===== config.mk =====
export PLATFORM = sky130hd
export DESIGN_NAME = lc3c_ctrl
export DESIGN_NICKNAME = d
export VERILOG_FILES = /design/src/hw/rtl/lc3c_pkg.sv /design/src/hw/rtl/lc3c_ctrl.sv
export SDC_FILE = /design/constraint.sdc
export NUM_CORES = 1
export LEC_CHECK = 0
export BUFFER_PORTS_ARGS = -buffer_cell sky130_fd_sc_hd__buf_2
export CORE_AREA = 2 2 39 41
export CTS_CLUSTER_DIAMETER = 100
export DETAILED_ROUTE_END_ITERATION = 12
export DIE_AREA = 0 0 41 43
export PLACE_DENSITY_LB_ADDON = 0.12
export SKIP_CTS_REPAIR_TIMING = 1
export SLEW_MARGIN = 10
export SYNTH_ARGS = -nofsm -noshare
export SYNTH_HDL_FRONTEND = slang
export SYNTH_SLANG_ARGS = --single-unit

===== constraint.sdc =====
create_clock -name clk -period 2.9 [get_ports clk]
set_clock_uncertainty 0.15 [all_clocks]
set_input_delay 0.58 -clock clk [delete_from_list [all_inputs] [get_ports clk]]
set_output_delay 0.58 -clock clk [all_outputs]
set_load 0.005 [all_outputs]

===== src/hw/rtl/lc3c_pkg.sv =====
`timescale 1ns / 1ps
`default_nettype none
package lc3c_pkg;
  typedef enum logic [2:0] {
    EV_LOADED  = 3'd0,
    EV_STEPPED = 3'd1,
    EV_NEWLINE = 3'd2,
    EV_PRINT   = 3'd3,
    EV_HALTED  = 3'd4
  } event_t;

  typedef enum logic [3:0] {
    OP_BR = 4'd0, OP_ADD = 4'd1, OP_LD = 4'd2, OP_ST = 4'd3,
    OP_JSR = 4'd4, OP_AND = 4'd5, OP_LDR = 4'd6, OP_STR = 4'd7,
    OP_RTI = 4'd8, OP_NOT = 4'd9, OP_LDI = 4'd10, OP_STI = 4'd11,
    OP_JMP = 4'd12, OP_RES = 4'd13, OP_LEA = 4'd14, OP_TRAP = 4'd15
  } op_t;

  typedef enum logic [2:0] {
    ST_CLEAR, ST_IDLE, ST_FETCH, ST_DECODE, ST_MEM1, ST_MEM2, ST_DONE
  } state_t;

  localparam logic [7:0] TRAP_HALT  = 8'h25;
  localparam logic [7:0] TRAP_NEWLN = 8'h26;
  localparam logic [7:0] TRAP_PRINT = 8'h27;

  typedef struct packed {
    logic clear_en;
    logic load_en;
    logic fetch_en;
    logic decode_en;
    logic mem1_en;
    logic mem2_en;
    logic out_en;
  } cmd_t;

  typedef struct packed {
    logic clear_done;
    logic halted;
    logic need_mem1;
    logic need_mem2;
  } stat_t;
endpackage
`default_nettype wire


===== src/hw/rtl/lc3c_ctrl.sv =====
`timescale 1ns / 1ps
`default_nettype none
module lc3c_ctrl
  import lc3c_pkg::*;
(
  input  wire logic  clk,
  input  wire logic  rst,
  input  wire logic  in_valid,
  input  wire logic  in_op,
  output logic       in_ready,
  input  wire logic  out_free,
  input  wire stat_t stat,
  output cmd_t       cmd
);
  state_t state, state_next;

  always_ff @(posedge clk) begin
    if (rst) state <= ST_CLEAR;
    else state <= state_next;
  end

  always_comb begin
    state_next = state;
    cmd = '0;
    in_ready = 1'b0;
    unique case (state)
      ST_CLEAR: begin
        cmd.clear_en = 1'b1;
        if (stat.clear_done) state_next = ST_IDLE;
      end
      ST_IDLE: begin
        in_ready = out_free;
        if (in_valid && out_free) begin
          if (!in_op) begin
            cmd.load_en = 1'b1;
            state_next = ST_DONE;
          end else if (stat.halted) begin
            state_next = ST_DONE;
          end else begin
            state_next = ST_FETCH;
          end
        end
      end
      ST_FETCH: begin
        cmd.fetch_en = 1'b1;
        state_next = ST_DECODE;
      end
      ST_DECODE: begin
        cmd.decode_en = 1'b1;
        state_next = stat.need_mem1 ? ST_MEM1 : ST_DONE;
      end
      ST_MEM1: begin
        cmd.mem1_en = 1'b1;
        state_next = stat.need_mem2 ? ST_MEM2 : ST_DONE;
      end
      ST_MEM2: begin
        cmd.mem2_en = 1'b1;
        state_next = ST_DONE;
      end
      ST_DONE: begin
        cmd.out_en = 1'b1;
        state_next = ST_IDLE;
      end
      default: state_next = ST_IDLE;
    endcase
  end
endmodule
`default_nettype wire


==> PnR_summary.wiki, run 1 <==
{| class="wikitable"
! Metric !! Value
|-
| Outcome || complete, no violations
|-
| Max Slew Vio Count || 0
|-
| Period minus WS final || 2.07 ns
|-
| DRC violations left || 0
|-
| Slack of the worst reg-to-reg path || 1.51 ns
|-
| Die area || 1760 um2
|-
| Total routed wirelength || 650 um
|-
| Min-delay worst type || input port to flop
|-
| Net total in the final layout || 58
|-
| Terminus of the critical flop-to-flop path || state[1]
|-
| Depth of the CTS H-tree || 1
|-
| Number of antenna violations at the first check in global routing || 0
|-
| Tot GR Track Use || 0.0922
|-
| Die Height || 43 um
|-
| Setup TNS || 0 ns
|-
| Total clock buffers created by CTS || 3
|-
| Maximum net fanout on the critical path || 12
|-
| Post-Syn Instances || 31
|-
| Final HPWL DP || 507 um
|-
| Total of flip-flops plus latches after synthesis || 3
|-
| Highest routed layer || met4
|-
| Floorplan die width || 41 um
|-
| Drt initial violations || 3
|-
| Pin count of the biggest net entering global routing || 14
|-
| Leakage power figure || 0.172 nW
|-
| Worst reg2reg startpoint || state[0]
|-
| I/O Buffers || 16
|-
| Clk_lat worst skew || 0.23 ns
|-
| Rows || 14
|-
| Maximum frequency from static timing analysis || 0.484 GHz
|-
| Yosys Warn Count || 0
|-
| Final hold slack || 0.416 ns
|-
| Max-cap viol count || 0
|-
| Setup repair after global routing missed its margin || no
|-
| Clock transition at the registers of the reported paths || 0.04 ns
|-
| Max FFs per register || 3
|-
| Number of sinks on the clock net || 3
|-
| Final setup viols || 0
|-
| Post-synthesis to final-layout area growth || 40.6%
|-
| Launch point of the critical path || state[2]
|-
| I/O pin cnt || 17
|-
| Detail Route met3 WL || 37 um
|-
| Initial DRT Pass Iterations || 4
|-
| Residual overflow from global routing || 0
|-
| Max IR drop VDD || 184 uV
|-
| Sequential fraction of the synthesis area || 0.232
|-
| Wire length of the first global-routing pass || 1080 um
|-
| Cell count of the worst reg-to-reg path || 3
|-
| Share of post-route cells with drive strength above 1 || 0.500
|-
| Number of filler cells placed in the layout || 159
|-
| Cell variety after synth || 20
|-
| Antenna Nets Post-Route || 0
|-
| Number of buffers on the longest clock path || 2
|-
| Net count of the mapped netlist || 40
|-
| Required arrival time at the worst endpoint || 2.17 ns
|-
| Clock tree from TritonCTS || done
|-
| Transition time at the pin with the least slew margin || 0.396 ns
|-
| Number of global-route vias before repair || 277
|-
| Critical Path Start Type || flop
|-
| Register ranked first by flip-flop count || state
|-
| Regs by FF count || state x3
|-
| Placeable core region || 1380 um2
|-
| Share of the clock period used by the worst path after layout || 0.713
|-
| Number of hold violations in the final report || 0
|-
| Met2 routed wirelength || 352 um
|-
| Syn Area/Cell || 8.35 um2
|-
| Slew margin rel. || 0.736
|-
| Number of vias in the routed layout || 289
|-
| Starting density of the core || 0.187
|-
| Final antenna diode count || 0
|-
| Met1 Wirelength || 244 um
|-
| End point of the critical path || cmd[5]
|-
| Routed len/inst || 10.2 um
|-
| Global placer's final weighted congestion || 0.704
|-
| Clk root buf || sky130_fd_sc_hd__clkbuf_4
|-
| Arrival time at the worst endpoint || 1.34 ns
|-
| Area of the mapped netlist || 259 um2
|-
| Cell Pwr Density || 520 nW/um2
|-
| Endpoint kind of the worst setup timing path || output pin
|-
| Average vias per placed instance || 4.52
|-
| Critical setup path kind || flop to output pin
|}
## worst max-delay path, cell delays in order, from the launching register on
cell and delay, ns:
sky130_fd_sc_hd__dfxtp_1 0.52, sky130_fd_sc_hd__and4bb_2 0.29, sky130_fd_sc_hd__and3b_1 0.17, sky130_fd_sc_hd__buf_2 0.12
## through the flow
stage	worst slack [ns]	util	area, um2	std cells	power [mW]
2_1_floorplan	1.19	-	259	31	0.102
3_3_place_gp	0.999	0.244	338	60	0.117
3_5_place_dp	0.980	0.244	338	60	0.117
4_1_cts	0.818	0.263	364	64	0.196
5_1_grt	0.733	0.263	364	64	0.206
6_report	0.832	0.263	364	64	0.189
## how the worst min path moves through the flow
stage	start	endpoint	slack [ns]	depth (start not counted)
floorplan	state[2]	state[1]	0.42	3
global placement	state[1]	state[2]	0.53	1
detailed placement	state[2]	state[2]	0.53	1
CTS	rst	state[1]	0.41	2
global route	rst	state[2]	0.42	2
finish	rst	state[1]	0.42	2
## cell type report
cell class	count	area (um2)	area share
Tap cell	16	20.0	0.0550
Sequential cell	3	60.1	0.165
Clock buffer	4	26.3	0.0722
Multi-Input combinational cell	24	174	0.478
Timing Repair Buffer	16	80.1	0.220
Inverter	1	3.75	0.0103
## synth_stat cells
master                      count  area (um2)
sky130_fd_sc_hd__nor2_1         3        11.3
sky130_fd_sc_hd__o21ai_0        1        5.00
sky130_fd_sc_hd__a21oi_1        3        15.0
sky130_fd_sc_hd__nor3_1         2        10.0
sky130_fd_sc_hd__a2111oi_2      1        15.0
sky130_fd_sc_hd__nand2_1        2        7.51
sky130_fd_sc_hd__nor2b_1        2        12.5
sky130_fd_sc_hd__and4bb_2       1        12.5
sky130_fd_sc_hd__o211a_4        1        17.5
sky130_fd_sc_hd__buf_2          2        10.0
sky130_fd_sc_hd__and3b_1        1        8.76
sky130_fd_sc_hd__inv_1          1        3.75
sky130_fd_sc_hd__nor3b_1        2        15.0
sky130_fd_sc_hd__nor4_2         1        12.5
sky130_fd_sc_hd__o21a_1         1        7.51
sky130_fd_sc_hd__and3b_2        1        10.0
sky130_fd_sc_hd__buf_6          1        11.3
sky130_fd_sc_hd__or3b_1         1        8.76
sky130_fd_sc_hd__nand3_1        1        5.00
sky130_fd_sc_hd__dfxtp_1        3        60.1
## cell families (layout without fill, tap and decap cells)
family | after synthesis | in the layout | share of synthesized area
flip-flops | 3 | 3 | 0.232
AND/OR/NAND/NOR | 17 | 17 | 0.440
buffers and inverters | 4 | 21 | 0.0966
AO/OA/AOI/OAI | 7 | 7 | 0.232
## report_power, final
group          internal [mW]  switching (mW)  total, mW
Clock                 0.0516          0.0219     0.0735
Sequential            0.0468          0.0154     0.0623
Combinational         0.0311          0.0225     0.0537
## routing by layer
layer,up-vias,global-route usage
met2,8,0.144
met5,-,0
li1,145,-
met1,134,0.0990
met4,0,0.0800
met3,2,0.0157
## cell usage in the layout (no fill, tap or decap)
master                      Yosys  final
sky130_fd_sc_hd__and3b_2        1      1
sky130_fd_sc_hd__nand3_1        1      1
sky130_fd_sc_hd__a2111oi_2      1      1
sky130_fd_sc_hd__o21ai_0        1      1
sky130_fd_sc_hd__inv_1          1      1
sky130_fd_sc_hd__o21a_1         1      1
sky130_fd_sc_hd__a21oi_1        3      3
sky130_fd_sc_hd__nor3_1         2      2
sky130_fd_sc_hd__nand2_1        2      2
sky130_fd_sc_hd__clkbuf_1       0      1
sky130_fd_sc_hd__and3b_1        1      1
sky130_fd_sc_hd__buf_2          2     16
sky130_fd_sc_hd__o211a_4        1      1
sky130_fd_sc_hd__nor4_2         1      1
sky130_fd_sc_hd__nor2b_1        2      2
sky130_fd_sc_hd__and4bb_2       1      1
sky130_fd_sc_hd__nor3b_1        2      2
sky130_fd_sc_hd__dfxtp_1        3      3
sky130_fd_sc_hd__or3b_1         1      1
sky130_fd_sc_hd__nor2_1         3      3
sky130_fd_sc_hd__clkbuf_4       0      3
(Power assumes the default switching activity.)
==> run 2, diff against run 1 <==
==> constraint.sdc (replaced) <==
create_clock -name clk -period 2 [get_ports clk]
set_clock_uncertainty 0.15 [all_clocks]
set_input_delay 0.4 -clock clk [delete_from_list [all_inputs] [get_ports clk]]
set_output_delay 0.4 -clock clk [all_outputs]
set_load 0.005 [all_outputs]
==> run 2 against run 1 <==
Compared with the run above: final area up 4.1%; utilization rose by 1.1 points; sequential power rose by 22%; die area is the same; register-to-register slack lost 0.89 ns; clock power rose by 44%; largest cell class unchanged; largest power group unchanged.
==> PnR_summary.wiki, run 2 (synthesis gave the netlist of run 1 again) <==
{| class="wikitable"
! Metric !! Value
|-
| Placed cell count || 62 (+3.3%)
|-
| Crit path depth || 3 (unchanged)
|-
| Global placer's final weighted congestion || 0.687 (-2.4%)
|-
| Period minus WS final || 1.90 ns
|-
| Number of buffers on the longest clock path || 2 (unchanged)
|-
| Max Slew Vio Count || 0 (unchanged)
|-
| Residual overflow from global routing || 0 (unchanged)
|-
| Transition time at the pin with the least slew margin || 0.369 ns (-0.0264 ns)
|-
| Finished Core Util || 0.274 (+0.0108)
|-
| Leakage power figure || 0.182 nW (+6.1%)
|-
| Antenna Nets Post-Route || 0 (unchanged)
|-
| Critical setup path kind || flop to output pin
|-
| Final worst slack || 0.104 ns (-0.728 ns)
|-
| Regs by FF count || state x3
|-
| Clock tree from TritonCTS || done
|-
| Share of the clock period used by the worst path after layout || 0.948
|-
| Final setup viols || 0 (unchanged)
|-
| Most frequent standard cell in the layout excluding fill and tap cells || sky130_fd_sc_hd__buf_2
|-
| Arrival time at the worst endpoint || 1.35 ns (about the same)
|-
| Post-synthesis to final-layout area growth || 46.4%
|-
| Number of global-route vias before repair || 262 (-5.4%)
|-
| Maximum net fanout on the critical path || 12 (unchanged)
|-
| Starting density of the core || 0.187 (unchanged)
|-
| Initial DRT Pass Iterations || 2 (-2)
|-
| I/O Buffers || 16 (unchanged)
|-
| Total clock buffers created by CTS || 3 (unchanged)
|-
| Start point of the worst min-delay path || rst
|-
| Cell-by-cell listing of the critical path || and4bb_2 > and3b_1 > buf_2
|-
| Setup TNS || 0 ns (unchanged)
|-
| Launch point of the critical path || state[2]
|-
| Die area || 1760 um2 (unchanged)
|-
| Outcome || complete, no violations
|-
| Power Internal || 195 uW (+50%)
|-
| Depth of the CTS H-tree || 1 (unchanged)
|-
| Number of antenna violations at the first check in global routing || 0 (unchanged)
|-
| Final Non-Filler Cells || 66 (+3.1%)
|-
| Max-cap viol count || 0 (unchanged)
|-
| Min-delay worst type || input port to flop
|-
| Endpoint kind of the worst setup timing path || output pin
|-
| Drt initial violations || 1 (-2)
|-
| Max IR drop VDD || 265 uV (+44%)
|-
| Setup repair after global routing missed its margin || no
|-
| Floorplan die width || 41 um (unchanged)
|-
| Pin count of the biggest net entering global routing || 13 (-1)
|-
| End point of the critical path || cmd[5]
|-
| Maximum frequency from static timing analysis || 0.527 GHz
|-
| Net total in the final layout || 60 (+3.4%)
|-
| Count of buffer and inverter cells on the critical path || 1 (unchanged)
|-
| Net switching fraction of the power || 0.311 (-0.00486)
|-
| Share of post-route cells with drive strength above 1 || 0.520 (+0.0200)
|-
| Final antenna diode count || 0 (unchanged)
|-
| DRC violations left || 0 (unchanged)
|-
| Slew margin rel. || 0.753 (+0.0176)
|-
| Rows || 14 (unchanged)
|-
| Max FFs per register || 3 (unchanged)
|-
| Total routed wirelength || 668 um (+2.8%)
|-
| Placeable core region || 1380 um2 (unchanged)
|-
| Final HPWL DP || 522 um (+2.8%)
|-
| Cell count of the worst reg-to-reg path || 4 (+1)
|-
| Family with the most delay on the worst path || flip-flops
|-
| Commonest non-fill, non-tap cells in the layout || sky130_fd_sc_hd__buf_2, sky130_fd_sc_hd__nor2_1, sky130_fd_sc_hd__a21oi_1, sky130_fd_sc_hd__clkbuf_4, sky130_fd_sc_hd__dfxtp_1
|-
| Switching power || 88.1 uW (+47%)
|-
| Die Height || 43 um (unchanged)
|-
| Slowest CP cell || sky130_fd_sc_hd__dfxtp_1
|-
| Average vias per placed instance || 4.26 (-5.7%)
|-
| Routed len/inst || 10.1 um (-0.34%)
|-
| Clk_lat worst skew || 0.23 ns (about the same)
|-
| Terminus of the critical flop-to-flop path || state[2]
|-
| Worst reg2reg startpoint || state[1]
|-
| Tot GR Track Use || 0.0881 (-0.00410)
|-
| Clock share of power || 0.374 (-0.014)
|-
| Number of hold violations in the final report || 0 (unchanged)
|-
| Clk root buf || sky130_fd_sc_hd__clkbuf_4
|-
| Slack of the worst reg-to-reg path || 0.62 ns (-0.89 ns)
|-
| Number of sinks on the clock net || 3 (unchanged)
|-
| Register ranked first by flip-flop count || state
|-
| Cell Pwr Density || 746 nW/um2 (+43%)
|-
| Wire length of the first global-routing pass || 1010 um (-7.0%)
|-
| I/O pin cnt || 17 (unchanged)
|-
| Number of vias in the routed layout || 281 (-2.8%)
|-
| Critical Path Start Type || flop
|-
| Clock transition at the registers of the reported paths || 0.04 ns (about the same)
|-
| Part of the power in registers || 0.268 (-0.061)
|-
| Stage delay of the slowest cell on the critical path || 0.53 ns (about the same)
|-
| Required arrival time at the worst endpoint || 1.45 ns (-0.72 ns)
|-
| Part of the power in combinational logic || 0.358 (+0.075)
|-
| Worst slack at placement || 0.356 ns (-0.624 ns)
|}
-- run 2: changes by cell type in the layout (fill, tap and decap cells not counted), sizes merged --
cell | previous run | this run
buf | 16 | 18
-- run 2: stage by stage --
step	cell area (um2)	power, mW	hold slack, ns
2_1_floorplan	259	0.148	0.321
3_3_place_gp	353	0.179	0.453
3_5_place_dp	353	0.178	0.443
6_report	379	0.283	0.232
4_1_cts	379	0.290	0.224
5_1_grt	379	0.304	0.238
-- run 2: worst min-delay path by stage --
stage | end | cells past startpoint
global placement | state[2] | 2
global route | state[1] | 2
floorplan | state[1] | 1
detailed placement | state[2] | 2
CTS | state[1] | 2
finish | state[1] | 2
-- run 2: metal layers --
| metal | vias to the layer above | part of all wire | global-route usage |
|---|---|---|---|
| met5 | - | 0 | 0 |
| met4 | 0 | 0 | 0.100 |
| met3 | 0 | 0.055 | 0.0157 |
| met2 | 6 | 0.54 | 0.134 |
| met1 | 127 | 0.41 | 0.0860 |
| li1 | 148 | - | - |
-- run 2: area by class of cell --
type / count / area [um2]
tap: 16 / 20.0
sequential: 3 / 60.1
inverter: 1 / 3.75
clock buffer: 4 / 26.3
multi-input combinational: 24 / 174
fill: 157 / 1000
timing repair buffer: 18 / 95.1
-- run 2: power by group through the flow --
stage / logic [mW] / registers [mW] / clock network [mW]
5_1_grt: 0.114 / 0.0768 / 0.114
3_5_place_dp: 0.102 / 0.0764 / 0
3_3_place_gp: 0.103 / 0.0768 / 0
2_1_floorplan: 0.0750 / 0.0733 / 0
4_1_cts: 0.102 / 0.0754 / 0.112
6_report: 0.101 / 0.0757 / 0.106
